--- src/design/obr_pkg.sv ---
// ----------------------------------------------------------------------------
// obr_pkg
// Shared widths, period table, command codes and beat types for the bar
// resampler.
// ----------------------------------------------------------------------------
package obr_pkg;

	localparam int TIME_W   = 53;
	localparam int PRICE_W  = 32;
	localparam int VOL_IN_W = 32;
	localparam int VOL_W    = 48;
	localparam int SEL_W    = 3;
	localparam int PER_W    = 29;
	localparam int RCP_W    = 32;
	localparam int QDEPTH   = 2;

	localparam int DEF_MAX_GAP_BARS = 63;
	localparam int DEF_PRICE_BITS   = 32;

	localparam longint unsigned TIME_SPAN = 64'd1 << TIME_W;

	localparam logic [SEL_W-1:0] SEL_5S   = 3'd0;
	localparam logic [SEL_W-1:0] SEL_15S  = 3'd1;
	localparam logic [SEL_W-1:0] SEL_30S  = 3'd2;
	localparam logic [SEL_W-1:0] SEL_60S  = 3'd3;
	localparam logic [SEL_W-1:0] SEL_180S = 3'd4;

	typedef enum logic [1:0] {
		CMD_OPEN,
		CMD_MERGE,
		CMD_CLOSE
	} cmd_kind_t;

	typedef struct packed {
		logic [TIME_W-1:0]   t_us;
		logic [PRICE_W-1:0]  px_open;
		logic [PRICE_W-1:0]  px_high;
		logic [PRICE_W-1:0]  px_low;
		logic [PRICE_W-1:0]  px_close;
		logic [VOL_IN_W-1:0] vol;
	} row_t;

	typedef struct packed {
		cmd_kind_t         kind;
		row_t              row;
		logic [TIME_W-1:0] new_edge;
		logic [PER_W-1:0]  per;
	} cmd_t;

	// bar period in microseconds, unknown selects act as 300 s
	function automatic logic [PER_W-1:0] period_us(input logic [SEL_W-1:0] sel);
		logic [PER_W-1:0] p;
		unique case (sel)
			SEL_5S:   p = PER_W'(5_000_000);
			SEL_15S:  p = PER_W'(15_000_000);
			SEL_30S:  p = PER_W'(30_000_000);
			SEL_60S:  p = PER_W'(60_000_000);
			SEL_180S: p = PER_W'(180_000_000);
			default:  p = PER_W'(300_000_000);
		endcase
		return p;
	endfunction

	// floor(2^53 / period), for the quotient estimate from the top time bits
	function automatic logic [RCP_W-1:0] period_rcp(input logic [SEL_W-1:0] sel);
		logic [RCP_W-1:0] r;
		unique case (sel)
			SEL_5S:   r = RCP_W'(TIME_SPAN / 64'd5_000_000);
			SEL_15S:  r = RCP_W'(TIME_SPAN / 64'd15_000_000);
			SEL_30S:  r = RCP_W'(TIME_SPAN / 64'd30_000_000);
			SEL_60S:  r = RCP_W'(TIME_SPAN / 64'd60_000_000);
			SEL_180S: r = RCP_W'(TIME_SPAN / 64'd180_000_000);
			default:  r = RCP_W'(TIME_SPAN / 64'd300_000_000);
		endcase
		return r;
	endfunction

endpackage

--- src/design/obr_queue.sv ---
// ----------------------------------------------------------------------------
// obr_queue
// Short command queue between the classifier and the bar builder.
// ----------------------------------------------------------------------------
module obr_queue (
	input  logic          clk,
	input  logic          arst_n,
	input  logic          push,
	input  obr_pkg::cmd_t push_cmd,
	output logic          full,
	input  logic          pop,
	output obr_pkg::cmd_t pop_cmd,
	output logic          empty
);
	import obr_pkg::*;

	localparam int QAW = (QDEPTH > 1) ? $clog2(QDEPTH) : 1;
	localparam int QCW = $clog2(QDEPTH + 1);

	cmd_t           mem_q [QDEPTH];
	logic [QAW-1:0] wr_ptr_q;
	logic [QAW-1:0] rd_ptr_q;
	logic [QCW-1:0] count_q;

	assign full    = (count_q == QCW'(QDEPTH));
	assign empty   = (count_q == '0);
	assign pop_cmd = mem_q[rd_ptr_q];

	always_ff @(posedge clk or negedge arst_n) begin
		if (!arst_n) begin
			wr_ptr_q <= '0;
			rd_ptr_q <= '0;
			count_q  <= '0;
		end else begin
			if (push) begin
				wr_ptr_q <= (wr_ptr_q == QAW'(QDEPTH - 1)) ? '0 : wr_ptr_q + 1'b1;
			end
			if (pop) begin
				rd_ptr_q <= (rd_ptr_q == QAW'(QDEPTH - 1)) ? '0 : rd_ptr_q + 1'b1;
			end
			if (push && !pop) begin
				count_q <= count_q + 1'b1;
			end else if (pop && !push) begin
				count_q <= count_q - 1'b1;
			end
		end
	end

	always_ff @(posedge clk) begin
		if (push) begin
			mem_q[wr_ptr_q] <= push_cmd;
		end
	end

	a_no_overflow: assert property (@(posedge clk) disable iff (!arst_n)
		push |-> !full)
		else $error("command pushed into full queue");

	a_no_underflow: assert property (@(posedge clk) disable iff (!arst_n)
		pop |-> !empty)
		else $error("command popped from empty queue");

	a_push_lands: assert property (@(posedge clk) disable iff (!arst_n)
		(push && !pop) |=> !empty)
		else $error("pushed command lost");

endmodule

--- config.mk ---
export PLATFORM = sky130hd
export DESIGN_NAME = obr_queue
export DESIGN_NICKNAME = d
export VERILOG_FILES = /design/src/design/obr_pkg.sv /design/src/design/obr_queue.sv
export SDC_FILE = /design/constraint.sdc
export NUM_CORES = 1
export LEC_CHECK = 0
export BUFFER_PORTS_ARGS = -buffer_cell sky130_fd_sc_hd__buf_2
export CAP_MARGIN = 10
export CORE_AREA = 2 2 235 237
export DETAILED_ROUTE_END_ITERATION = 10
export DIE_AREA = 0 0 237 239
export GPL_TIMING_DRIVEN = 1
export PLACE_DENSITY = 0.65
export SYNTH_ARGS = -nofsm -noshare
export SYNTH_HDL_FRONTEND = slang
export SYNTH_SLANG_ARGS = --single-unit
--- constraint.sdc ---
create_clock -name clk -period 23.8 [get_ports clk]
set_input_delay 1.19 -clock clk [delete_from_list [all_inputs] [get_ports clk]]
set_output_delay 1.19 -clock clk [all_outputs]
set_load 0.01 [all_outputs]
Yosys cells after proc, flatten, opt, wreduce, memory -nomap -nowiden:

Memory sizes are Yosys's and may differ from the RTL's.
Index checks and enable logic that the tools add are counted.

* $add $sub $neg: 4
* equality and inequality tests: 1
* multiplexer cells: 6
* reductions and logical operators: 6

Operators with widths (count)
* two-way mux 1 bit: 4
* two-way mux 2 bit: 2
* adder 1 bit (second input constant): 2
* adder 2 x 1 -> 2 bit (second input constant): 1
* equality test 2 bit (second input constant): 1
* logical AND 1 bit: 2
* logical NOT 1 bit: 2
* logical NOT 2 bit: 1
* nonzero test 2 bit: 1
* subtractor 2 x 1 -> 2 bit (second input constant): 1

* register bits after elaboration: 4
* memory bits (writable): 594
* input port bits: 301
* output and inout port bits: 299
* logic and storage cells: 21
* memories kept: 1

Memories
* mem_q: words 2, width 297, rd ports 1, clocked after memory_dff 0, wr ports 1, RTL line obr_queue.sv:20 `cmd_t mem_q [QDEPTH];`

Longest topological paths before layout:

Gate-level depths: netlist of run 1.

* depth after elaboration: 4
* mapped depth: 5

Worst setup path after synthesis of run 1:

Ideal clock, no wire load.

* path kind: input -> register
* start: input port push
* end: memory mem_q[0][0] (netlist bit) (enable)
* setup time: 0.997 ns
* data arrival time: 13.957 ns
* slack: 8.846 ns
* stages on the path: 1
* cell sequence: nor2b_1

* longest elaborated chain between the ends: 2

RTL lines
* start, declared: RTL line obr_queue.sv:8 `input logic push,`
* two-way mux 1 bit: RTL line obr_queue.sv:50 `if (push) begin`
* two-way mux 1 bit (implied by the code): RTL line obr_queue.sv:51 `mem_q[wr_ptr_q] <= push_cmd;`
* end, declared: RTL line obr_queue.sv:20

No other way between the ends.

==> metrics.csv, run 1 <==
stage;metric;value;unit
outcome;status;finished, final reports clean;
setup_path;critical path startpoint category;flip-flop;
power_and_ir_drop;Total Power;3.38;mW
setup_path;RR Startpoint;wr_ptr_q;
global_routing;first-pass GRT wire length;70300;um
setup_path;CP Capture Type;primary output;
min_path;worst hold path class;input pin to asynchronous set/reset pin;
cts;Clock transition at path regs;0.06;ns
detailed_routing;Total Wirelength;49300;um
detailed_routing;DRT iter0 DRCs;536;
synth;number of synthesized flops with an enable pin;594;
synth;Synth async-reset ratio;0.669;%
detailed_routing;# DRC;0;
global_routing;Overflow after GRT;0;
finish;NumNets Final;1882;
placement;number of port buffers;599;
die;I/O Pins;600;
sta;unrepaired setup endpoints after global routing;no;
synth;number of synthesized register bits;598;
finish;post-route design area;0.0280;mm^2
global_routing;largest net degree at the start of global routing;169;
global_routing;vias in the first global route;11748;
placement;dpl cell area;0.0261;mm^2
synth;leading area contributor after synthesis;edfxtp_1;
cts;post-CTS setup buffer count;0;
setup_path;Worst Path Max Fanout;59;
die;area of the core;0.0543;mm^2
cts;clk_lat worst skew;0.59;ns
global_routing;gr usage total;16.6;%
synth;Post-synth top cells;edfxtp_1, mux2_4, mux2_2;
placement;RePlAce Congestion;0.788;
die;number of core rows;86;
synth;synthesized cell area;0.0225;mm^2
detailed_routing;via count;11222;
power_and_ir_drop;Peak VDD IR;114;uV
setup_path;most used cell along the critical path;buf_4;
sta;sum of negative setup slack;0;ns
synth;Gate Count Post-Synth;940;
setup_path;critical path data required time;22.61;ns
cts;Sink Count;598;
setup_path;Critical Path Max Stage Delay;0.88;ns
global_routing;initial antenna violation count;22;
cts;Hold Buf Count CTS;0;
sta;final setup fails;0;
die;die area;0.0566;mm^2
sta;Tcrit/Tclk final;23.4;%
flow_run;max cap viols;0;
power_and_ir_drop;Leak;11.0;nW
placement;dpl ws;18.77;ns
finish;proportion of layout cells with a drive suffix above 1;61.1;%
setup_path;critical path arrival;4.39;ns
sta;max_slew headroom;20.9;%
detailed_routing;routed len/inst;21.1;um
sta;min Tclk post-route;5.58;ns
sta;Final Max Tran Viols;0;
synth;syn_nets;1242;
synth;top-count cell post-synth;edfxtp_1;
die;initial core utilization;41.3;%
setup_path;reg-to-reg endpoint;mem_q[1][56];
sta;highest clock rate;0.179;GHz
setup_path;Setup CP Type;flip-flop to primary output;
cts;CTS root buffer;clkbuf_16;
finish;fillers;4398;
detailed_routing;number of antenna-violating nets in the routed design;0;
cts;Num CTS Buffers;60;
die;Die X;237;um
setup_path;critical-path cell list;buf_4 -> buf_4 -> buf_4 -> mux2_4 -> buf_2;
synth;Synth area leaders;edfxtp_1, mux2_4, mux2_2;
sta;Fin Clk Skew;0.0143;ns
synth;sequential fraction of the synthesis area;79.9;%
sta;WHS;0.395;ns
setup_path;slowest cell on the critical path;dfrtp_4;
sta;Fin. Hold Viols;0;
power_and_ir_drop;Pwr Density;121;mW/mm^2
sta;final worst setup slack;18.22;ns
cts;CTS resizes;0;
setup_path;reg2reg path depth;3;
detailed_routing;first drt pass iteration count;4;
synth;Avg Synthesized Cell Area;23.9;um^2
cts;CTS tree;built;
synth;Main synth FF type;edfxtp_1;
synth;Yosys Warn Count;0;
synth;Distinct cells, synth;13;
die;chip height;239;um
setup_path;Crit. Startpoint;rd_ptr_q;
detailed_routing;Avg Vias per Cell;4.79;
cts;H-tree depth;2;
setup_path;FF-to-FF setup slack;20.41;ns
finish;Area growth syn-to-layout;24.7;%
cts;clk buf depth;3;
synth;share of the synthesized area in the top cell type;79.5;%
sta;Tightest Pin Transition;1.19;ns
placement;HPWL after DPL;34500;um
-- registers in the layout, indices dropped and copies added (netlist names) --
signal and count:
count_q 2, mem_q 594, rd_ptr_q 1, wr_ptr_q 1
-- kinds of logic after synthesis --
| logic type | Yosys count | synth area share, % |
|---|---|---|
| flip-flops | 598 | 79.9 |
| multiplexers | 297 | 18.3 |
| AND/OR/NAND/NOR | 5 | 0.117 |
| XOR/XNOR | 5 | 0.195 |
| buffers and inverters | 34 | 1.48 |
| adder cells (fa/ha/maj) | 1 | 0.0557 |
-- routing by layer --
metal	global-route usage, %	vias to the layer above	wire (um)
met1	18.8	5575	18400
met4	7.38	26	1660
li1	-	5047	-
met5	0	-	170
met3	6.13	122	4330
met2	28.2	452	24700
-- worst max path at each step --
stage,slack [ns],end,cells past startpoint
2_1_floorplan,8.85,mem_q[0][0],1
4_1_cts,18.11,pop_cmd[30],5
5_1_grt,17.94,pop_cmd[30],5
3_5_place_dp,18.77,pop_cmd[30],5
3_3_place_gp,18.84,pop_cmd[30],5
6_report,18.22,pop_cmd[150],5
-- power breakdown --
group	total, mW	internal, mW	switching (mW)
logic	1.02	0.495	0.525
registers	1.47	1.40	0.0678
clock network	0.891	0.512	0.380
-- final cells by class --
| cell class | instances | area, um^2 | share of cell area [%] |
|---|---|---|---|
| Sequential cell | 598 | 17900 | 64.1 |
| Multi-Input combinational cell | 308 | 4190 | 15.0 |
| Timing Repair Buffer | 611 | 3100 | 11.1 |
| Clock buffer | 75 | 1580 | 5.64 |
| Tap cell | 704 | 881 | 3.15 |
| Clock inverter | 36 | 283 | 1.01 |
| Antenna cell | 8 | 20.0 | 0.0715 |
| Inverter | 1 | 3.75 | 0.0134 |
-- per-stage QoR --
step / cells / util [%]
2_1_floorplan: 940 / -
3_5_place_dp: 2222 / 48.1
5_1_grt: 2340 / 51.5
3_3_place_gp: 2222 / 48.1
4_1_cts: 2333 / 51.5
6_report: 2341 / 51.5
-- critical path: cells and delay by family, from the launching register on --
family                 cells  cell delay, ns
buffers and inverters      4            2.41
DFF                        1            0.88
muxes                      1            0.35
-- cell usage in the layout, fill, tap and decap left out, drive strengths merged, types with 2 or more instances in the layout --
cell type / synthesis / final
clkinv: 0 / 27
mux2: 297 / 297
buf: 33 / 611
inv: 1 / 3
nor2b: 2 / 2
clkinvlp: 0 / 3
diode: 0 / 8
clkbuf: 0 / 75
nor2: 2 / 2
dfrtp: 4 / 4
edfxtp: 594 / 594
bufinv: 0 / 4
xor2: 4 / 4
Power figures use the tool's default switching activity.
==> inputs of run 2 (changes only) <==
==> constraint.sdc (replaced) <==
create_clock -name clk -period 5.5 [get_ports clk]
set_input_delay 0.275 -clock clk [delete_from_list [all_inputs] [get_ports clk]]
set_output_delay 0.275 -clock clk [all_outputs]
set_load 0.01 [all_outputs]
==> run 2 against run 1 <==
Worst setup slack got worse by 16 ns. Routed wire length rose by 5.4%. Die area did not move. First-iteration DRC count rose by 6.0%. Register-to-register slack got worse by 17 ns. Largest cell class unchanged. Combinational power rose to 4.6 times the previous value. Non-clock buffer count rose by 297. Total power rose to 4.4 times the previous value. Final area rose by 11%. Cell count rose by 12%. Worst hold slack got worse by 0.0049 ns.
==> metrics.csv, run 2 (synthesis results as in run 1) <==
stage;metric;value;unit
sta;Fin Clk Skew;0.0160;ns
cts;CTS tree;built;
finish;NumNets Final;2179;
setup_path;critical path startpoint category;flip-flop;
outcome;status;finished, final reports clean;
sta;unrepaired setup endpoints after global routing;no;
die;die area;0.0566;mm^2
finish;biggest regs;mem_q x594, count_q x2;
detailed_routing;# DRC;0;
detailed_routing;met3 WL;4220;um
cts;Clock transition at path regs;0.06;ns
sta;WHS;0.390;ns
detailed_routing;Top Metal Used;met5;
power_and_ir_drop;Leak;12.3;nW
die;Die X;237;um
detailed_routing;via count;12347;
finish;Most flops, register;mem_q;
sta;sum of negative setup slack;0;ns
global_routing;vias in the first global route;13089;
detailed_routing;first drt pass iteration count;4;
placement;HPWL after DPL;33500;um
finish;post-route design area;0.0310;mm^2
setup_path;critical path arrival;2.86;ns
cts;Hold Buf Count CTS;301;
die;I/O Pins;600;
global_routing;gr usage total;17.7;%
detailed_routing;number of antenna-violating nets in the routed design;0;
cts;clk_lat worst skew;0.60;ns
cts;Sink Count;598;
cts;H-tree depth;2;
cts;CTS root buffer;clkbuf_16;
die;area of the core;0.0543;mm^2
placement;RePlAce Congestion;0.791;
die;number of core rows;86;
setup_path;CP Capture Type;primary output;
sta;Fin. Hold Viols;0;
detailed_routing;routed len/inst;19.8;um
die;initial core utilization;41.3;%
sta;highest clock rate;0.319;GHz
finish;leading cell type in the layout, fill and taps excluded;buf_2;
flow_run;max cap viols;0;
cts;clk buf depth;3;
placement;dpl cell area;0.0262;mm^2
setup_path;Setup CP Type;flip-flop to primary output;
detailed_routing;Post-Route M1 WL;19300;um
setup_path;Worst Path Max Fanout;93;
global_routing;initial antenna violation count;9;
sta;final setup fails;0;
power_and_ir_drop;Pwr Density;478;mW/mm^2
finish;commonest non-fill, non-tap cells in the layout;buf_2, edfxtp_1, dlygate4sd3_1;
global_routing;Overflow after GRT;0;
sta;Tcrit/Tclk final;57.1;%
detailed_routing;Avg Vias per Cell;4.69;
detailed_routing;WL met2;26700;um
finish;proportion of layout cells with a drive suffix above 1;51.3;%
sta;Tightest Pin Transition;1.03;ns
global_routing;first-pass GRT wire length;75900;um
power_and_ir_drop;Peak VDD IR;381;uV
min_path;worst hold path class;input pin to flip-flop;
cts;CTS resizes;0;
finish;Area growth syn-to-layout;38.0;%
cts;post-CTS setup buffer count;0;
setup_path;critical path data required time;5.22;ns
placement;number of port buffers;599;
global_routing;largest net degree at the start of global routing;156;
die;chip height;239;um
sta;Final Max Tran Viols;0;
detailed_routing;DRT iter0 DRCs;568;
finish;max reg flops;594;
cts;Num CTS Buffers;60;
detailed_routing;Total Wirelength;52000;um
sta;min Tclk post-route;3.14;ns
sta;max_slew headroom;31.6;%
==> run 2: power by group <==
part,internal (mW),leakage (nW),switching [mW],total (mW)
registers,6.06,5.62,0.284,6.34
clock network,2.15,0.885,1.65,3.79
logic,2.30,5.76,2.37,4.67
total,10.5,12.3,4.30,14.8
==> run 2: final cells by class <==
type	instances	area (um^2)
repair buffers	908	6150
multi-input cells	308	4190
clock buffers	79	1620
inverters	1	3.75
diodes	5	12.5
flip-flops and latches	598	17900
well taps	704	881
clock inverters	27	199
fillers	4086	23300
==> run 2: stage by stage <==
stage | instances | setup WS (ns) | utilization (%) | power [mW]
2_1_floorplan | 940 | 0.246 | - | 9.51
3_3_place_gp | 2218 | 2.99 | 48.1 | 10.9
3_5_place_dp | 2218 | 2.98 | 48.1 | 11.0
4_1_cts | 2625 | 2.32 | 57.0 | 14.9
5_1_grt | 2629 | 2.22 | 57.0 | 15.4
6_report | 2630 | 2.36 | 57.0 | 14.8
==> run 2: final timing paths <==
path	depth (start not counted)	slack [ns]	end	startpoint
worst max-delay path	3	2.36	pop_cmd[16]	rd_ptr_q
worst min-delay path	2	0.39	mem_q[1][15]	push_cmd[15]
worst max register to register	2	3.40	mem_q[1][57]	wr_ptr_q
worst min register to register	1	0.51	count_q[1]	count_q[1]
max in group asynchronous	3	4.73	rd_ptr_q	arst_n
min in group asynchronous	3	0.57	count_q[0]	arst_n
==> run 2: layer usage <==
metal  up-vias  global-route usage, %
met5         -                      0
met4         8                   6.94
met1      6114                   19.9
met2       474                   31.2
met3       107                   5.69
li1       5644                      -
==> run 2: worst max-delay path, cell delays in order (launching register included) <==
cell	delay, ns
dfrtp_4	0.96
buf_12	0.59
mux2_2	0.43
buf_2	0.15
