==> src/design/obr_pkg.sv <==
// ----------------------------------------------------------------------------
// obr_pkg
// Shared widths, period table, command codes and beat types for the bar
// resampler.
// ----------------------------------------------------------------------------
package obr_pkg;

	localparam int TIME_W   = 53;
	localparam int PRICE_W  = 32;
	localparam int VOL_IN_W = 32;
	localparam int VOL_W    = 48;
	localparam int SEL_W    = 3;
	localparam int PER_W    = 29;
	localparam int RCP_W    = 32;
	localparam int QDEPTH   = 2;

	localparam int DEF_MAX_GAP_BARS = 63;
	localparam int DEF_PRICE_BITS   = 32;

	localparam longint unsigned TIME_SPAN = 64'd1 << TIME_W;

	localparam logic [SEL_W-1:0] SEL_5S   = 3'd0;
	localparam logic [SEL_W-1:0] SEL_15S  = 3'd1;
	localparam logic [SEL_W-1:0] SEL_30S  = 3'd2;
	localparam logic [SEL_W-1:0] SEL_60S  = 3'd3;
	localparam logic [SEL_W-1:0] SEL_180S = 3'd4;

	typedef enum logic [1:0] {
		CMD_OPEN,
		CMD_MERGE,
		CMD_CLOSE
	} cmd_kind_t;

	typedef struct packed {
		logic [TIME_W-1:0]   t_us;
		logic [PRICE_W-1:0]  px_open;
		logic [PRICE_W-1:0]  px_high;
		logic [PRICE_W-1:0]  px_low;
		logic [PRICE_W-1:0]  px_close;
		logic [VOL_IN_W-1:0] vol;
	} row_t;

	typedef struct packed {
		cmd_kind_t         kind;
		row_t              row;
		logic [TIME_W-1:0] new_edge;
		logic [PER_W-1:0]  per;
	} cmd_t;

	// bar period in microseconds, unknown selects act as 300 s
	function automatic logic [PER_W-1:0] period_us(input logic [SEL_W-1:0] sel);
		logic [PER_W-1:0] p;
		unique case (sel)
			SEL_5S:   p = PER_W'(5_000_000);
			SEL_15S:  p = PER_W'(15_000_000);
			SEL_30S:  p = PER_W'(30_000_000);
			SEL_60S:  p = PER_W'(60_000_000);
			SEL_180S: p = PER_W'(180_000_000);
			default:  p = PER_W'(300_000_000);
		endcase
		return p;
	endfunction

	// floor(2^53 / period), for the quotient estimate from the top time bits
	function automatic logic [RCP_W-1:0] period_rcp(input logic [SEL_W-1:0] sel);
		logic [RCP_W-1:0] r;
		unique case (sel)
			SEL_5S:   r = RCP_W'(TIME_SPAN / 64'd5_000_000);
			SEL_15S:  r = RCP_W'(TIME_SPAN / 64'd15_000_000);
			SEL_30S:  r = RCP_W'(TIME_SPAN / 64'd30_000_000);
			SEL_60S:  r = RCP_W'(TIME_SPAN / 64'd60_000_000);
			SEL_180S: r = RCP_W'(TIME_SPAN / 64'd180_000_000);
			default:  r = RCP_W'(TIME_SPAN / 64'd300_000_000);
		endcase
		return r;
	endfunction

endpackage

==> src/design/obr_front.sv <==
// ----------------------------------------------------------------------------
// obr_front
// Accepts rows, classifies them against the current bar edge and works out
// the edge of a new bar with a reciprocal multiply and a short remainder fix.
// ----------------------------------------------------------------------------
module obr_front #(
	parameter int PRICE_BITS = obr_pkg::DEF_PRICE_BITS
) (
	input  logic                          clk,
	input  logic                          arst_n,
	input  logic [obr_pkg::SEL_W-1:0]     period_select,
	input  logic                          in_valid,
	output logic                          in_stall,
	input  logic [obr_pkg::TIME_W-1:0]    tick_time_us,
	input  logic [obr_pkg::PRICE_W-1:0]   row_open,
	input  logic [obr_pkg::PRICE_W-1:0]   row_high,
	input  logic [obr_pkg::PRICE_W-1:0]   row_low,
	input  logic [obr_pkg::PRICE_W-1:0]   row_close,
	input  logic [obr_pkg::VOL_IN_W-1:0]  row_volume,
	output logic                          push,
	output obr_pkg::cmd_t                 push_cmd,
	input  logic                          q_full
);
	import obr_pkg::*;

	localparam int PW = (PRICE_BITS < PRICE_W) ? PRICE_BITS : PRICE_W;
	localparam int RW = PER_W + 2;

	localparam logic [2:0] F_IDLE  = 3'd0;
	localparam logic [2:0] F_CLASS = 3'd1;
	localparam logic [2:0] F_MUL   = 3'd2;
	localparam logic [2:0] F_REM   = 3'd3;
	localparam logic [2:0] F_FIX   = 3'd4;
	localparam logic [2:0] F_EDGE  = 3'd5;
	localparam logic [2:0] F_PUSH  = 3'd6;

	logic [2:0]        state_q;
	logic              active_q;
	logic [TIME_W-1:0] edge_q;
	row_t              row_q;
	cmd_kind_t         kind_q;
	logic [RCP_W-1:0]  quo_q;
	logic [RW-1:0]     rem_q;

	logic [PER_W-1:0]   per;
	logic [RCP_W-1:0]   rcp;
	logic [RCP_W-1:0]   t_hi;
	logic [2*RCP_W-1:0] rcp_prod;
	logic [RW-1:0]      qp_lo;
	logic               rem_ge;
	logic               is_merge;
	logic [TIME_W:0]    up_sum;
	logic [TIME_W-1:0]  new_edge;

	assign per  = period_us(period_select);
	assign rcp  = period_rcp(period_select);
	assign t_hi = row_q.t_us[TIME_W-1 -: RCP_W];

	// quotient estimate is at most two below the true quotient
	assign rcp_prod = (2*RCP_W)'(t_hi) * (2*RCP_W)'(rcp);
	assign qp_lo    = quo_q[RW-1:0] * RW'(per);
	assign rem_ge   = rem_q >= RW'(per);

	assign is_merge = active_q && (row_q.t_us <= edge_q);

	// round up to the grid, saturating at the top of the time range
	assign up_sum   = {1'b0, row_q.t_us} + (TIME_W+1)'(per - rem_q[PER_W-1:0]);
	assign new_edge = (rem_q == '0) ? row_q.t_us :
		(up_sum[TIME_W] ? {TIME_W{1'b1}} : up_sum[TIME_W-1:0]);

	assign in_stall = (state_q != F_IDLE);

	assign push = !q_full &&
		(((state_q == F_CLASS) && is_merge) || (state_q == F_PUSH));

	always_comb begin
		push_cmd.kind     = (state_q == F_CLASS) ? CMD_MERGE : kind_q;
		push_cmd.row      = row_q;
		push_cmd.new_edge = edge_q;
		push_cmd.per      = per;
	end

	always_ff @(posedge clk or negedge arst_n) begin
		if (!arst_n) begin
			state_q  <= F_IDLE;
			active_q <= 1'b0;
			edge_q   <= '0;
		end else begin
			unique case (state_q)
				F_IDLE: begin
					if (in_valid) begin
						state_q <= F_CLASS;
					end
				end
				F_CLASS: begin
					if (is_merge) begin
						if (!q_full) begin
							state_q <= F_IDLE;
						end
					end else begin
						state_q <= F_MUL;
					end
				end
				F_MUL: begin
					state_q <= F_REM;
				end
				F_REM: begin
					state_q <= F_FIX;
				end
				F_FIX: begin
					if (!rem_ge) begin
						state_q <= F_EDGE;
					end
				end
				F_EDGE: begin
					edge_q   <= new_edge;
					active_q <= 1'b1;
					state_q  <= F_PUSH;
				end
				F_PUSH: begin
					if (!q_full) begin
						state_q <= F_IDLE;
					end
				end
				default: begin
					state_q <= F_IDLE;
				end
			endcase
		end
	end

	always_ff @(posedge clk) begin
		if (state_q == F_IDLE && in_valid) begin
			row_q.t_us     <= tick_time_us;
			row_q.px_open  <= PRICE_W'(row_open[PW-1:0]);
			row_q.px_high  <= PRICE_W'(row_high[PW-1:0]);
			row_q.px_low   <= PRICE_W'(row_low[PW-1:0]);
			row_q.px_close <= PRICE_W'(row_close[PW-1:0]);
			row_q.vol      <= row_volume;
		end
		if (state_q == F_CLASS && !is_merge) begin
			kind_q <= active_q ? CMD_CLOSE : CMD_OPEN;
		end
		if (state_q == F_MUL) begin
			quo_q <= rcp_prod[2*RCP_W-1:RCP_W];
		end
		if (state_q == F_REM) begin
			rem_q <= row_q.t_us[RW-1:0] - qp_lo;
		end
		if (state_q == F_FIX && rem_ge) begin
			rem_q <= rem_q - RW'(per);
		end
	end

	a_rem_in_range: assert property (@(posedge clk) disable iff (!arst_n)
		(state_q == F_EDGE) |-> (rem_q < RW'(per)))
		else $error("remainder not below the period at edge update");

endmodule

==> config.mk <==
export PLATFORM = sky130hd
export DESIGN_NAME = obr_front
export DESIGN_NICKNAME = d
export VERILOG_FILES = /design/src/design/obr_pkg.sv /design/src/design/obr_front.sv
export SDC_FILE = /design/constraint.sdc
export NUM_CORES = 2
export LEC_CHECK = 0
export BUFFER_PORTS_ARGS = -buffer_cell sky130_fd_sc_hd__buf_2
export CELL_PAD_IN_SITES_DETAIL_PLACEMENT = 1
export CELL_PAD_IN_SITES_GLOBAL_PLACEMENT = 2
export CORE_MARGIN = 2
export CORE_UTILIZATION = 35
export CTS_CLUSTER_SIZE = 16
export DETAILED_ROUTE_END_ITERATION = 16
export PLACE_DENSITY = 0.73
export REMOVE_ABC_BUFFERS = 1
export SYNTH_ARGS = -nofsm -noshare
export SYNTH_HDL_FRONTEND = slang
export SYNTH_SLANG_ARGS = --single-unit
==> constraint.sdc <==
create_clock -name clk -period 11.6 [get_ports clk]
set_input_delay 0 -clock clk [delete_from_list [all_inputs] [get_ports clk]]
set_output_delay 0 -clock clk [all_outputs]
set_load 0.03 [all_outputs]
## After elaboration in Yosys (flattened, before gate mapping)

Index checks and enable logic that the tools add are counted.

- Reduce and logical (&&, ||, !) cells: 15
- Add/subtract/negate cells: 4
- Equality and inequality tests: 12
- Multiplexer cells: 13
- Multiply operators: 2
- $lt $le $gt $ge: 2

Operator list:

| kind | number |
|---|---|
| case mux 31 bit (5 select lines) | 1 |
| case mux 29 bit (5 select lines) | 1 |
| 2-to-1 mux 53 bit | 2 |
| multiplier 32 x 31 -> 63 bit | 1 |
| 2-to-1 mux 31 bit | 2 |
| adder 53 x 54 -> 54 bit | 1 |
| <= comparator 53 bit | 1 |
| >= comparator 31 x 29 -> 1 bit | 1 |
| zero test 31 bit | 1 |
| multiplier 31 x 29 -> 31 bit | 1 |
| subtractor 31 x 29 -> 31 bit | 1 |
| subtractor 31 bit | 1 |
| subtractor 29 x 29 -> 30 bit | 1 |
| case mux 3 bit (7 select lines) | 1 |
| == test 3 x 2 -> 1 bit, second input constant | 4 |
| == test 3 bit, second input constant | 4 |
| 2-to-1 mux 3 bit | 4 |
| == test 3 x 1 -> 1 bit, second input constant | 2 |
| logical AND 1 bit | 6 |
| zero test 3 bit | 2 |
| 2-to-1 mux 2 bit | 2 |
| != test 2 bit, second input constant | 2 |
| nonzero test 3 bit | 1 |
| zero test 1 bit | 2 |
| 3 further kinds | 3 |

- Register bits: 334
- Input port bits: 220
- Logic and storage cells: 60
- Output and inout bits: 299

## Logic depth before layout (Yosys ltp)

- Depth after elaboration: 6
- Gate-level depth with buffers: 36
- Gate-level depth less buffers: 34

## Least setup slack after synthesis

OpenSTA, ideal clock, no wires.

- Path kind: flip-flop to flip-flop
- Start point: reg state_q[2]
- End point: reg row_q (netlist bit push_cmd[100]) (enable)
- Stages on the path, launching flop included: 4
- Path slack: 0.788 ns
- Data required time: 10.809 ns
- Path buffers: 1
- Setup time: 0.791 ns
- Arrival: 10.021 ns
- Period minus slack after synthesis: 10.812 ns
- Cell sequence: dfrtp_1 clkbuf_1 or3_1 nor2_1

- Word-level cells in the longest chain between the ends: 2

Ends and longest elaborated chain:

| item | RTL line | RTL |
|---|---|---|
| start: declaration | obr_front.sv:37 | `logic [2:0] state_q;` |
| start signal: assignment | obr_front.sv:85 | `state_q <= F_IDLE;` |
| start signal: assignment | obr_front.sv:92 | `state_q <= F_CLASS;` |
| start signal: assignment | obr_front.sv:98 | `state_q <= F_IDLE;` |
| zero test 3 bit | obr_front.sv:133 | `if (state_q == F_IDLE && in_valid) begin` |
| logical AND 1 bit | obr_front.sv:133 |  |
| end: declaration | obr_front.sv:40 | `row_t row_q;` |

No other way between the ends.
A chain may end at the register's enable or synchronous reset.

## Worst setup path after layout

- Start point: in period_select[0] in the netlist's numbering
- End point: reg quo_q[22] (data pin)

- Word-level cells in the longest chain between the ends: 3
- Elaborated cells on any way between the ends: 7

Ends and longest elaborated chain:

| item | RTL line | RTL |
|---|---|---|
| start: declaration | obr_front.sv:11 | `input logic [obr_pkg::SEL_W-1:0] period_select,` |
| == test 3 bit, or another cell as far along | obr_pkg.sv:67 | `unique case (sel)` |
| case mux 31 bit (5 select lines) * | obr_pkg.sv:67 |  |
| multiplier 32 x 31 -> 63 bit * | obr_front.sv:60 | `assign rcp_prod = (2*RCP_W)'(t_hi) * (2*RCP_W)'(rcp);` |
| named net rcp_prod[54] | obr_front.sv:48 | `logic [2*RCP_W-1:0] rcp_prod;` |
| end signal: assignment | obr_front.sv:145 | `quo_q <= rcp_prod[2*RCP_W-1:RCP_W];` |
| end: declaration | obr_front.sv:42 | `logic [RCP_W-1:0] quo_q;` |

Mark *: on every way through the listed nets, which the timed path passes. The rest lies on a longest branch.

==> flow_metrics.env <==
export IMPL_outcome="complete, no violations"
export IMPL_rsz0062_at_grt="no"
export IMPL_worstSkewPairLatency_ns=0.63
export IMPL_die_y_um=406
export IMPL_yosysSeqAreaShare_pct=16.8
export IMPL_max_cap_violations=0
export IMPL_hold_path_class="in2async"
export IMPL_clk_path_buf_depth=3
export IMPL_nets=8372
export IMPL_rr_worst_depth=26
export IMPL_synth_cell_types=97
export IMPL_post_route_drc_count=0
export IMPL_crit_fanout=40
export IMPL_num_rows=147
export IMPL_dp_hpwl_mm=201
export IMPL_finalClockSkew_ns=0.0587
export IMPL_worst_slew_pin_slew_ns=1.25
export IMPL_synth_area_sq_mm=0.0567
export IMPL_finalHoldViolCount=0
export IMPL_die_area_sq_mm=0.165
export IMPL_synthArstFlopShare_pct=17.4
export IMPL_crit_path_end_kind="register"
export IMPL_synth_edf_count=270
export IMPL_startpoint_type="primary input"
export IMPL_vias_per_cell=5.22
export IMPL_first_pass_iters=5
export IMPL_cts_buffers=38
export IMPL_tns_ns=0
export IMPL_core_area_sq_mm=0.161
export IMPL_post_cts_buffers=0
export IMPL_syn_inst=5890
export IMPL_critPathMostFrequentCell="fa_1"
export IMPL_area_growth_pct=15.3
export IMPL_final_layout_size_suffix_gt1_share_pct=11.5
export IMPL_numPortBuffers=510
export IMPL_maxSlewHeadroom_pct=16.8
export IMPL_cp_data_required_time_ns=11.95
export IMPL_drt_iter0_markers=3472
export IMPL_io_pins=519
export IMPL_ys_flop_type="edfxtp_1"
export IMPL_max_stage_delay_ns=0.90
export IMPL_ys_ff_latch=327
export IMPL_max_freq_mhz=99.6
export IMPL_cts_tree="yes"
export IMPL_cts_sinks=327
export IMPL_die_w_um=406
export IMPL_start_util_pct=35.3
export IMPL_period_share_pct=86.6
export IMPL_postRouteAntennaNets=0
export IMPL_post_drt_wl_per_cell_um=28.7
export IMPL_setup_viol=0
export IMPL_period_minus_slack_ns=10.04
export IMPL_clk_pin_slew_ns=0.06
export IMPL_grt_pass1_vias=49500
export IMPL_routed_wl_mm=250
export IMPL_arrival_ns=10.39
export IMPL_cts_htree_levels=2
export IMPL_place_congestion=0.953
export IMPL_vias=45500
export IMPL_grt_antenna_before_repair=22
export IMPL_overflow=0
export IMPL_path_class="in2reg"
export IMPL_crit_path_top_delay_cell="clkinv_2"
export IMPL_ys_warn_count=0
export IMPL_avgSynthCellArea_sq_um=9.62
export IMPL_ctsRootBufferMaster="clkbuf_16"
export IMPL_grt_pass1_wl_mm=359
export IMPL_slew_viol_final=0
export IMPL_grt_max_degree=167
export IMPL_grt_usage_pct=30.5
## what timing repair did
| action | in CTS | in global routing |
|---|---|---|
| endpoints found under the hold margin | 284 | 0 |
| endpoints found under the setup margin | 0 | 0 |
| hold buffers | 217 | 0 |
| gates resized for setup | 0 | 0 |
## flip-flops by register name, indices dropped and copies added (netlist names)
register  cells
kind_q        1
quo_q        25
active_q      1
state_q       3
rem_q        31
push_cmd    213
edge_q       53
## metal layers
metal,global-route usage (%),wire length (um),vias to the layer above
met5,0,30,-
met4,8.08,7980,6
met3,4.26,15900,331
met2,48.2,113000,1601
met1,43.7,113000,24100
li1,-,-,19400
## critical path, delay by kind of cell
kind,cells,cell delay [ns]
simple gates,6,1.67
compound gates,7,2.53
xor+xnor,1,0.10
fa+ha+maj,9,4.36
buf+inv,6,1.70
## worst paths after layout
check,start,slack [ns],to
setup / recovery,period_select[0],1.56,quo_q[22]
hold / removal,arst_n,0.07,edge_q[50]
setup reg to reg,push_cmd[277],1.88,quo_q[23]
hold reg to reg,edge_q[32],0.51,edge_q[32]
max in group asynchronous,arst_n,10.86,edge_q[18]
min in group clk,tick_time_us[34],0.08,push_cmd[276]
## per-stage QoR
stage               hold WS (ns)  util (%)  setup slack [ns]  std cells  area (sq um)
global route              0.0735      40.6              1.28       8708         65300
floorplan                 -0.296         -             0.882       5641         55700
CTS                       0.0614      40.6              1.69       8705         65300
finish                    0.0655      40.7              1.56       8715         65400
detailed placement         0.176      38.5              1.08       8419         61800
global placement           0.175      38.5              1.30       8419         61800
## final cells by class
type,instances,area [sq um]
fillers,18500,95400
inverters,1397,5250
well taps,2160,2700
repair buffers,835,5550
clock inverters,27,358
diodes,10,25.0
flip-flops and latches,327,9530
clock buffers,42,966
multi-input cells,3917,41000
## cells in the final DEF (no fill, tap or decap), types with 26 or more instances in the layout
| cell type | synthesis | routed |
|---|---|---|
| ha_1 | 559 | 559 |
| dlygate4sd3_1 | 0 | 217 |
| edfxtp_1 | 270 | 270 |
| and2_1 | 81 | 81 |
| a21o_1 | 91 | 90 |
| a211oi_1 | 32 | 32 |
| nand2_1 | 504 | 503 |
| buf_2 | 10 | 508 |
| o21ai_0 | 145 | 144 |
| fa_1 | 1077 | 1077 |
| dfrtp_1 | 57 | 57 |
| clkbuf_16 | 0 | 38 |
| nor2_1 | 548 | 545 |
| nor3_1 | 98 | 98 |
| a21oi_1 | 172 | 171 |
| nand3_1 | 26 | 26 |
| o21bai_1 | 26 | 26 |
| a221oi_1 | 29 | 29 |
| xor2_1 | 61 | 60 |
| buf_4 | 17 | 109 |
| xnor2_1 | 138 | 138 |
| inv_1 | 1375 | 1373 |
## cell usage after synthesis (all sizes together) (5+ instances only)
master	instances	area share, %
a2111oi	5	0.088
a211o	11	0.17
a211oi	37	0.55
a21o	91	1.2
a21oi	176	1.6
a221oi	30	0.47
a22o	11	0.17
a31o	7	0.11
a31oi	15	0.20
a41oi	8	0.15
and2	82	0.91
and3	25	0.28
buf	56	0.54
clkbuf	199	1.3
clkinv	15	0.099
dfrtp	57	2.5
edfxtp	270	14
fa	1077	38
ha	559	12
inv	1382	9.2
mux2i	5	0.088
nand2	506	3.4
nand2b	20	0.22
nand3	27	0.25
nand4	25	0.28
nor2	550	3.7
nor2b	20	0.22
nor3	100	0.90
nor3b	6	0.088
nor4	16	0.20
o211ai	19	0.27
o21a	18	0.24
o21ai	154	1.4
o21bai	26	0.34
o22ai	19	0.21
or2	8	0.088
or3	6	0.066
xnor2	138	2.1
xor2	61	0.94
## cell families (layout without fill, tap and decap cells)
logic type | count (synthesis) | in the layout | synth area share (%)
AO/OA/AOI/OAI | 666 | 666 | 7.82
adder cells (fa/ha/maj) | 1636 | 1636 | 50.4
XOR/XNOR | 199 | 199 | 3.07
buffers and inverters | 1652 | 2301 | 11.1
multiplexers | 6 | 6 | 0.108
other | 2 | 18 | 0.0132
flip-flops | 327 | 327 | 16.8
AND/OR/NAND/NOR | 1402 | 1402 | 10.7
Power is not shown: default switching activity piles up to over one toggle a cycle in this logic, so the estimate is an artifact.
