$ cat src/design/obr_pkg.sv
// ----------------------------------------------------------------------------
// obr_pkg
// Shared widths, period table, command codes and beat types for the bar
// resampler.
// ----------------------------------------------------------------------------
package obr_pkg;

	localparam int TIME_W   = 53;
	localparam int PRICE_W  = 32;
	localparam int VOL_IN_W = 32;
	localparam int VOL_W    = 48;
	localparam int SEL_W    = 3;
	localparam int PER_W    = 29;
	localparam int RCP_W    = 32;
	localparam int QDEPTH   = 2;

	localparam int DEF_MAX_GAP_BARS = 63;
	localparam int DEF_PRICE_BITS   = 32;

	localparam longint unsigned TIME_SPAN = 64'd1 << TIME_W;

	localparam logic [SEL_W-1:0] SEL_5S   = 3'd0;
	localparam logic [SEL_W-1:0] SEL_15S  = 3'd1;
	localparam logic [SEL_W-1:0] SEL_30S  = 3'd2;
	localparam logic [SEL_W-1:0] SEL_60S  = 3'd3;
	localparam logic [SEL_W-1:0] SEL_180S = 3'd4;

	typedef enum logic [1:0] {
		CMD_OPEN,
		CMD_MERGE,
		CMD_CLOSE
	} cmd_kind_t;

	typedef struct packed {
		logic [TIME_W-1:0]   t_us;
		logic [PRICE_W-1:0]  px_open;
		logic [PRICE_W-1:0]  px_high;
		logic [PRICE_W-1:0]  px_low;
		logic [PRICE_W-1:0]  px_close;
		logic [VOL_IN_W-1:0] vol;
	} row_t;

	typedef struct packed {
		cmd_kind_t         kind;
		row_t              row;
		logic [TIME_W-1:0] new_edge;
		logic [PER_W-1:0]  per;
	} cmd_t;

	// bar period in microseconds, unknown selects act as 300 s
	function automatic logic [PER_W-1:0] period_us(input logic [SEL_W-1:0] sel);
		logic [PER_W-1:0] p;
		unique case (sel)
			SEL_5S:   p = PER_W'(5_000_000);
			SEL_15S:  p = PER_W'(15_000_000);
			SEL_30S:  p = PER_W'(30_000_000);
			SEL_60S:  p = PER_W'(60_000_000);
			SEL_180S: p = PER_W'(180_000_000);
			default:  p = PER_W'(300_000_000);
		endcase
		return p;
	endfunction

	// floor(2^53 / period), for the quotient estimate from the top time bits
	function automatic logic [RCP_W-1:0] period_rcp(input logic [SEL_W-1:0] sel);
		logic [RCP_W-1:0] r;
		unique case (sel)
			SEL_5S:   r = RCP_W'(TIME_SPAN / 64'd5_000_000);
			SEL_15S:  r = RCP_W'(TIME_SPAN / 64'd15_000_000);
			SEL_30S:  r = RCP_W'(TIME_SPAN / 64'd30_000_000);
			SEL_60S:  r = RCP_W'(TIME_SPAN / 64'd60_000_000);
			SEL_180S: r = RCP_W'(TIME_SPAN / 64'd180_000_000);
			default:  r = RCP_W'(TIME_SPAN / 64'd300_000_000);
		endcase
		return r;
	endfunction

endpackage

$ cat src/design/obr_back.sv
// ----------------------------------------------------------------------------
// obr_back
// Holds the open bar, merges rows into it and emits the finished bar and the
// filler bars through an output register.
// ----------------------------------------------------------------------------
module obr_back #(
	parameter int MAX_GAP_BARS = obr_pkg::DEF_MAX_GAP_BARS,
	parameter int PRICE_BITS   = obr_pkg::DEF_PRICE_BITS
) (
	input  logic                        clk,
	input  logic                        arst_n,
	input  logic                        q_empty,
	input  obr_pkg::cmd_t               q_cmd,
	output logic                        pop,
	output logic                        out_valid,
	input  logic                        out_stall,
	output logic [obr_pkg::TIME_W-1:0]  bar_time_us,
	output logic [obr_pkg::PRICE_W-1:0] bar_open,
	output logic [obr_pkg::PRICE_W-1:0] bar_high,
	output logic [obr_pkg::PRICE_W-1:0] bar_low,
	output logic [obr_pkg::PRICE_W-1:0] bar_close,
	output logic [obr_pkg::VOL_W-1:0]   bar_volume,
	output logic                        is_empty_bar,
	output logic                        gap_truncated,
	output logic                        last_of_run
);
	import obr_pkg::*;

	localparam int PW = (PRICE_BITS < PRICE_W) ? PRICE_BITS : PRICE_W;
	localparam int GW = $clog2(MAX_GAP_BARS + 1);

	localparam logic [1:0] B_IDLE = 2'd0;
	localparam logic [1:0] B_REAL = 2'd1;
	localparam logic [1:0] B_GAP  = 2'd2;

	logic [1:0]        state_q;
	logic [TIME_W-1:0] edge_q;
	logic [PW-1:0]     acc_open_q;
	logic [PW-1:0]     acc_high_q;
	logic [PW-1:0]     acc_low_q;
	logic [PW-1:0]     acc_close_q;
	logic [VOL_W-1:0]  acc_vol_q;
	logic              out_valid_q;

	cmd_t              cmd_q;
	logic [TIME_W:0]   fe_q;
	logic [GW-1:0]     i_q;

	logic              ofree;
	logic              emit;
	logic              fe_more;
	logic [TIME_W:0]   fe_nxt;
	logic              nxt_more;
	logic              gap_cap;
	logic              last_now;
	logic              finish;
	logic [VOL_W:0]    vol_sum;
	logic [PW-1:0]     in_high;
	logic [PW-1:0]     in_low;

	assign ofree    = !out_valid_q || !out_stall;
	assign pop      = (state_q == B_IDLE) && !q_empty;
	assign emit     = ofree && ((state_q == B_REAL) || (state_q == B_GAP));
	assign fe_more  = fe_q < {1'b0, cmd_q.row.t_us};
	assign fe_nxt   = fe_q + (TIME_W+1)'(cmd_q.per);
	assign nxt_more = fe_nxt < {1'b0, cmd_q.row.t_us};
	assign gap_cap  = (i_q == GW'(MAX_GAP_BARS));
	assign last_now = (state_q == B_REAL) ? !fe_more : (gap_cap || !nxt_more);
	assign finish   = emit && last_now;

	assign in_high = q_cmd.row.px_high[PW-1:0];
	assign in_low  = q_cmd.row.px_low[PW-1:0];
	assign vol_sum = (VOL_W+1)'(acc_vol_q) + (VOL_W+1)'(q_cmd.row.vol);

	assign out_valid = out_valid_q;

	always_ff @(posedge clk or negedge arst_n) begin
		if (!arst_n) begin
			state_q     <= B_IDLE;
			edge_q      <= '0;
			acc_open_q  <= '0;
			acc_high_q  <= '0;
			acc_low_q   <= '0;
			acc_close_q <= '0;
			acc_vol_q   <= '0;
			out_valid_q <= 1'b0;
		end else begin
			if (ofree) begin
				out_valid_q <= emit;
			end
			unique case (state_q)
				B_IDLE: begin
					if (pop) begin
						unique case (q_cmd.kind)
							CMD_OPEN: begin
								edge_q      <= q_cmd.new_edge;
								acc_open_q  <= q_cmd.row.px_open[PW-1:0];
								acc_high_q  <= in_high;
								acc_low_q   <= in_low;
								acc_close_q <= q_cmd.row.px_close[PW-1:0];
								acc_vol_q   <= VOL_W'(q_cmd.row.vol);
							end
							CMD_MERGE: begin
								if (in_high > acc_high_q) begin
									acc_high_q <= in_high;
								end
								if (in_low < acc_low_q) begin
									acc_low_q <= in_low;
								end
								acc_close_q <= q_cmd.row.px_close[PW-1:0];
								acc_vol_q   <= vol_sum[VOL_W] ? {VOL_W{1'b1}} :
									vol_sum[VOL_W-1:0];
							end
							CMD_CLOSE: begin
								state_q <= B_REAL;
							end
							default: begin
								state_q <= B_IDLE;
							end
						endcase
					end
				end
				B_REAL, B_GAP: begin
					if (finish) begin
						state_q     <= B_IDLE;
						edge_q      <= cmd_q.new_edge;
						acc_open_q  <= cmd_q.row.px_open[PW-1:0];
						acc_high_q  <= cmd_q.row.px_high[PW-1:0];
						acc_low_q   <= cmd_q.row.px_low[PW-1:0];
						acc_close_q <= cmd_q.row.px_close[PW-1:0];
						acc_vol_q   <= VOL_W'(cmd_q.row.vol);
					end else if (emit) begin
						state_q <= B_GAP;
					end
				end
				default: begin
					state_q <= B_IDLE;
				end
			endcase
		end
	end

	always_ff @(posedge clk) begin
		if (pop && q_cmd.kind == CMD_CLOSE) begin
			cmd_q <= q_cmd;
			fe_q  <= {1'b0, edge_q} + (TIME_W+1)'(q_cmd.per);
		end
		if (emit) begin
			last_of_run <= last_now;
			if (state_q == B_REAL) begin
				bar_time_us   <= edge_q;
				bar_open      <= PRICE_W'(acc_open_q);
				bar_high      <= PRICE_W'(acc_high_q);
				bar_low       <= PRICE_W'(acc_low_q);
				bar_close     <= PRICE_W'(acc_close_q);
				bar_volume    <= acc_vol_q;
				is_empty_bar  <= 1'b0;
				gap_truncated <= 1'b0;
				i_q           <= GW'(1);
			end else begin
				bar_time_us   <= fe_q[TIME_W-1:0];
				bar_open      <= PRICE_W'(acc_close_q);
				bar_high      <= PRICE_W'(acc_close_q);
				bar_low       <= PRICE_W'(acc_close_q);
				bar_close     <= PRICE_W'(acc_close_q);
				bar_volume    <= '0;
				is_empty_bar  <= 1'b1;
				gap_truncated <= gap_cap && nxt_more;
				fe_q          <= fe_nxt;
				i_q           <= i_q + 1'b1;
			end
		end
	end

	a_trunc_on_last_filler: assert property (@(posedge clk) disable iff (!arst_n)
		(out_valid_q && gap_truncated) |-> (is_empty_bar && last_of_run))
		else $error("truncated gap flagged on a bar that is not the last filler");

	a_gap_count_range: assert property (@(posedge clk) disable iff (!arst_n)
		(state_q == B_GAP) |-> ((i_q != '0) && (i_q <= GW'(MAX_GAP_BARS))))
		else $error("filler count out of range");

	a_filler_before_row: assert property (@(posedge clk) disable iff (!arst_n)
		(emit && state_q == B_GAP) |-> fe_more)
		else $error("filler bar edge not below the new row time");

endmodule

$ cat config.mk
export PLATFORM = sky130hd
export DESIGN_NAME = obr_back
export DESIGN_NICKNAME = d
export VERILOG_FILES = /design/src/design/obr_pkg.sv /design/src/design/obr_back.sv
export SDC_FILE = /design/constraint.sdc
export NUM_CORES = 2
export LEC_CHECK = 0
export BUFFER_PORTS_ARGS = -buffer_cell sky130_fd_sc_hd__buf_2
export CORE_MARGIN = 5
export CORE_UTILIZATION = 34
export DETAILED_ROUTE_END_ITERATION = 10
export GPL_TIMING_DRIVEN = 0
export HOLD_SLACK_MARGIN = 0.03
export MAX_ROUTING_LAYER = met4
export SLEW_MARGIN = 20
export SYNTH_ARGS = -nofsm -noshare
export SYNTH_HDL_FRONTEND = slang
export SYNTH_SLANG_ARGS = --single-unit
$ cat constraint.sdc
create_clock -name clk -period 31 [get_ports clk]
set_clock_uncertainty 0.1 [all_clocks]
set_input_delay 3.1 -clock clk [delete_from_list [all_inputs] [get_ports clk]]
set_output_delay 3.1 -clock clk [all_outputs]
set_load 0.05 [all_outputs]
Word level (Yosys, flattened, before mapping)
Cells that the tools add are included.
{"block": "totals", "reg_bits": 819, "in_bits": 301, "output_inout_bits": 234, "word_cells": 114}
{"block": "classes", "add_sub_neg": 4, "order_cmp": 4, "n_eq_ne": 14, "n_mux": 41, "n_reduce_logical": 24}
{"op": "32-bit 2-to-1 mux", "n": 15}
{"op": "32-bit one-hot mux with 2 select lines", "n": 6}
{"op": "53-bit 2-to-1 mux", "n": 4}
{"op": "48-bit one-hot mux with 2 select lines", "n": 2}
{"op": "54-bit 2-to-1 mux", "n": 3}
{"op": "48-bit 2-to-1 mux", "n": 3}
{"op": "54-bit by 53-bit less-than comparator with 1-bit output", "n": 2}
{"op": "53-bit one-hot mux with 2 select lines", "n": 1}
{"op": "53-bit by 29-bit adder with 54-bit output", "n": 1}
{"op": "54-bit by 29-bit adder with 54-bit output", "n": 1}
{"op": "48-bit by 32-bit adder with 49-bit output", "n": 1}
{"op": "32-bit > comparator", "n": 1}
{"op": "32-bit less-than comparator", "n": 1}
{"op": "4-bit AND reduction", "n": 3}
{"op": "5-bit AND reduction", "n": 2}
{"op": "3-bit inequality test, second input constant", "n": 3}
{"op": "2-bit inequality test, second input constant", "n": 4}
{"op": "2-bit one-hot mux with 2 select lines", "n": 2}
{"op": "6-bit by 1-bit adder with 6-bit output, second input constant", "n": 1}
{"op": "6-bit == test, second input constant", "n": 1}
{"op": "2-bit 2-to-1 mux", "n": 3}
{"op": "1-bit logical AND", "n": 5}
{"op": "1-bit logical NOT", "n": 5}
{"op": "2-bit by 1-bit == test with 1-bit output, second input constant", "n": 2}
{"op": "9 further kinds", "n": 15}

Logic depth before layout (Yosys ltp)
{"block": "logic_depth", "ltp_word": 8, "ltp_mapped": 27, "depth_no_buf": 24}

Least setup slack after synthesis
No wires, ideal clock.
{"block": "synth_path", "path_type": "in2reg", "startpoint": "input q_empty", "endpoint": "register fe_q[19]", "t_arrival_ps": 13236, "slack_ps": 17564, "cell_stages": 6, "n_path_buf": 1, "path_cell_list": "nor2b_1 nand3b_1 inv_1 clkbuf_1 nand3_1 a31oi_1"}
{"block": "synth_via", "elab_chain_cells": 6}
{"item": "start, declared", "line": "obr_back.sv:12", "rtl": "input logic q_empty,"}
{"item": "1-bit logical NOT *", "line": "obr_back.sv:62", "rtl": "assign pop = (state_q == B_IDLE) && !q_empty;"}
{"item": "1-bit logical AND *", "line": "obr_back.sv:62"}
{"item": "1-bit logical AND *", "line": "obr_back.sv:144", "rtl": "if (pop && q_cmd.kind == CMD_CLOSE) begin"}
{"item": "54-bit 2-to-1 mux *", "line": "obr_back.sv:144"}
{"item": "54-bit 2-to-1 mux", "line": "obr_back.sv:150", "rtl": "if (state_q == B_REAL) begin"}
{"item": "54-bit 2-to-1 mux *", "line": "obr_back.sv:148", "rtl": "if (emit) begin"}
{"item": "end signal, assigned", "line": "obr_back.sv:146", "rtl": "fe_q <= {1'b0, edge_q} + (TIME_W+1)'(q_cmd.per);"}
{"item": "end signal, assigned", "line": "obr_back.sv:169", "rtl": "fe_q <= fe_nxt;"}
{"item": "end, declared", "line": "obr_back.sv:46", "rtl": "logic [TIME_W:0] fe_q;"}
Mark *: on every way between the ends. The rest lies on a longest branch, timed or not.
A chain may end at the register's enable or synchronous reset.

Worst setup path in the final report
{"block": "layout_path", "startpoint": "register fe_q[0]", "endpoint": "register edge_q[9]"}
{"block": "layout_via", "elab_chain_cells": 8}
{"item": "54-bit by 29-bit adder with 54-bit output", "line": "obr_back.sv:65", "rtl": "assign fe_nxt = fe_q + (TIME_W+1)'(cmd_q.per);"}
{"item": "54-bit by 53-bit less-than comparator with 1-bit output", "line": "obr_back.sv:66", "rtl": "assign nxt_more = fe_nxt < {1'b0, cmd_q.row.t_us};"}
{"item": "1-bit logical NOT", "line": "obr_back.sv:68", "rtl": "assign last_now = (state_q == B_REAL) ? !fe_more : (gap_cap || !nxt_more);"}
{"item": "1-bit logical OR", "line": "obr_back.sv:68"}
{"item": "1-bit 2-to-1 mux *", "line": "obr_back.sv:68"}
{"item": "named net last_now", "line": "obr_back.sv:55", "rtl": "logic last_now;"}
{"item": "1-bit logical AND *", "line": "obr_back.sv:69", "rtl": "assign finish = emit && last_now;"}
{"item": "2-bit inequality test (no line) *"}
{"item": "4-bit AND reduction (no line) *"}
{"item": "end signal, assigned", "line": "obr_back.sv:96", "rtl": "edge_q <= q_cmd.new_edge;"}
{"item": "end signal, assigned", "line": "obr_back.sv:126", "rtl": "edge_q <= cmd_q.new_edge;"}
{"item": "end, declared", "line": "obr_back.sv:37", "rtl": "logic [TIME_W-1:0] edge_q;"}
The timed path passes the listed nets; every way through them passes the cells marked *.

==> out/qor.csv <==
metric;value;unit
met2 wire len;68430;um
clk root buf;clkbuf_16;
core area;0.1217;sq mm
period utilization;25.71;%
I/O pins;535;
gr ovfl total;0;
outcome;finished, final reports clean;
total track usage;22.27;%
Post-Syn Area;0.04160;sq mm
top sig layer;met4;
area delta synth->final;20.45;%
fillers;11729;
PortBufs;534;
DRT antenna net count;0;
hold-fix buffers at CTS;0;
met3 WL;13410;um
post-cts sizing count;0;
Max Slew Vio Count;0;
Sink Count;819;
Final Critical Period;7.972;ns
CP peak stage delay;0.84;ns
Post-synth ARST share;28.33;%
largest net degree at the start of global routing;89;
Slew headroom;23.13;%
final hold vios;0;
Via density;5.216;
Worst Path Required;31.49;ns
pwr/cell area;132.0;mW/mm^2
vias;30764;
drt drc;0;
number of global-route vias before repair;31190;
clock transition at the registers of the reported paths;0.06;ns
ys flop type;edfxtp_1;
critical path's most frequent cell;ha_1;
Highest Clock Rate;125.4;MHz
Worst path slowest cell;a2111oi_0;
distinct cell type count of the synthesized netlist;85;
Syn Nets;4073;
IR drop worst, VDD;0.08296;mV
crit path DAT;8.46;ns
WS Path Type;flip-flop to flip-flop;
max-cap viol count;0;
min-delay worst type;flip-flop to flip-flop;
Die Wd;359.8;um
Initial Util;34.18;%
Post-CTS Setup Repair Bufs;0;
first-pass GRT wire length;209600;um
clk_lat worst skew;0.73;ns
CTS tree;done;
CP endpoint kind;flip-flop;
Place WS;23.03;ns
met1 WL;58950;um
layout cells sized above 1;23.27;%
FP Rows;128;
RSZ-0062 raised after global routing;no;
critical path peak fanout;10;
crit path buf inv count;4;
Setup TNS;0;ns
1st-iter DRT viols;2680;
clk buf depth;3;
Power, Total;0.006616;W
Synth Register Bits;819;
final setup vio count;0;
average size of a mapped cell;11.86;sq um
Startpoint Class;flip-flop;
die extent in y;359.8;um
sequential area share after synthesis;55.03;%
delay-heaviest family, CP;compound AO/OA/AOI/OAI gates;
Final #Nets;4718;
Yosys Warn Count;0;
drt total wl;144900;um
CTS Buf Count;94;
R2R setup slack;23.03;ns
htree depth;3;
die area;0.1294;sq mm
WHS;0.3748;ns
GPL Wtd Cong;0.9278;
Pre-antenna DRT Iters;6;
setup ws final;23.03;ns
Post-synth EDFFs;533;
Post-DP HPWL;109300;um
mean routed wirelength per cell;24.57;um
Mapped Cells;3508;
initial antenna violation count;47;
Slew @ Worst Pin;1.149;ns
Lkg Pwr;20.50;nW
[metal layers]
metal	up-vias	GRT usage [%]
li1	14342	-
met1	15167	26.73
met2	1041	36.21
met3	214	7.141
met4	0	6.271
met5	-	-
[worst reg2reg max path, delay by kind of cell, from the launching register on]
kind | cells | cell delay [ns]
XOR/XNOR | 1 | 0.22
adder cells (fa/ha/maj) | 3 | 0.94
buffers and inverters | 4 | 0.83
flip-flops | 1 | 0.38
AO/OA/AOI/OAI | 10 | 3.38
AND/OR/NAND/NOR | 7 | 1.72
multiplexers | 1 | 0.31
[synth_stat cells (17+ instances only)]
cell type | count | area share, %
a211oi_1 | 30 | 0.54
a21o_1 | 56 | 1.0
a21oi_1 | 231 | 2.8
a311oi_1 | 22 | 0.46
a31oi_1 | 21 | 0.32
and2_1 | 50 | 0.75
and3_1 | 30 | 0.45
buf_2 | 17 | 0.20
clkbuf_1 | 104 | 0.94
dfrtp_1 | 232 | 14
dfxtp_1 | 54 | 2.6
edfxtp_1 | 533 | 38
ha_1 | 261 | 7.9
inv_1 | 164 | 1.5
mux2_2 | 177 | 4.8
mux2_4 | 47 | 1.7
mux2i_1 | 166 | 4.0
nand2_1 | 317 | 2.9
nand2b_1 | 17 | 0.26
nand3_1 | 56 | 0.67
nand4_1 | 50 | 0.75
nor2_1 | 193 | 1.7
nor2b_1 | 20 | 0.30
nor3_1 | 40 | 0.48
o211ai_1 | 19 | 0.34
o21a_1 | 26 | 0.47
o21ai_0 | 230 | 2.8
o22ai_1 | 22 | 0.33
xnor2_1 | 81 | 1.7
xor2_1 | 46 | 0.97
[flip-flops by register name, summed over array words and instances, names as in the netlist]
name           count
last_of_run        1
state_q            2
is_empty_bar       1
bar_volume        48
gap_truncated      1
edge_q            53
acc_high_q        32
bar_high          32
fe_q              54
acc_close_q       32
bar_close         32
bar_time_us       53
cmd_q            295
out_valid          1
acc_low_q         32
acc_open_q        32
bar_low           32
acc_vol_q         48
bar_open          32
i_q                6
[cell type report]
cell class	instances	area [sq um]	area share, %
Sequential cell	819	22890	45.69
Multi-Input combinational cell	2385	17480	34.90
Timing Repair Buffer	549	3042	6.071
Clock buffer	125	2601	5.192
Tap cell	1625	2033	4.058
Clock inverter	51	695.7	1.388
Buffer	140	633.1	1.264
Inverter	164	623.1	1.244
Antenna cell	40	100.1	0.1998
[metrics by stage]
step,std cells,utilization (%),cell area [sq um]
2_1_floorplan,3508,-,41600
3_3_place_gp,5667,38.04,46300
3_5_place_dp,5682,38.37,46710
4_1_cts,5858,41.08,50000
5_1_grt,5893,41.15,50090
6_report,5898,41.16,50100
[power breakdown]
group	leakage [nW]	internal (W)	total [W]	switching, W
combinational	10.8	0.00119	0.00350	0.00232
clock	1.58	0.000704	0.00120	0.000494
sequential	8.09	0.00167	0.00191	0.000241
total	20.5	0.00356	0.00662	0.00305
[cells by family after synthesis]
kind of cell | after synthesis | share of synthesized area, %
mux | 390 | 10.48
flops | 819 | 55.03
simple gates | 844 | 9.601
buf+inv | 304 | 2.981
compound gates | 760 | 11.23
fa+ha+maj | 264 | 7.995
xor+xnor | 127 | 2.674
[worst paths after layout]
check | start | endpoint | cells past startpoint
setup / recovery | fe_q[0] | edge_q[9] | 26
hold / removal | acc_close_q[8] | bar_close[8] | 0
setup reg to reg | fe_q[0] | edge_q[9] | 26
hold reg to reg | acc_close_q[8] | bar_close[8] | 0
max in group asynchronous | arst_n | acc_open_q[13] | 3
min in group asynchronous | arst_n | edge_q[10] | 1
[layout by cell type (no fill, tap or decap), types with 19 or more instances in the layout]
cell type / n
a211oi_1: 30
a21o_1: 56
a21oi_1: 231
a311oi_1: 22
a31oi_1: 21
and2_1: 50
and3_1: 30
buf_2: 551
clkbuf_1: 120
clkbuf_16: 96
dfrtp_1: 232
dfxtp_1: 54
diode_2: 40
edfxtp_1: 533
ha_1: 261
inv_1: 163
mux2_2: 177
mux2_4: 47
mux2i_1: 166
nand2_1: 317
nand3_1: 56
nand4_1: 50
nor2_1: 193
nor2b_1: 20
nor3_1: 40
o211ai_1: 19
o21a_1: 26
o21ai_0: 230
o22ai_1: 22
xnor2_1: 81
xor2_1: 46
Note: power is estimated with default switching activity, not from simulation.
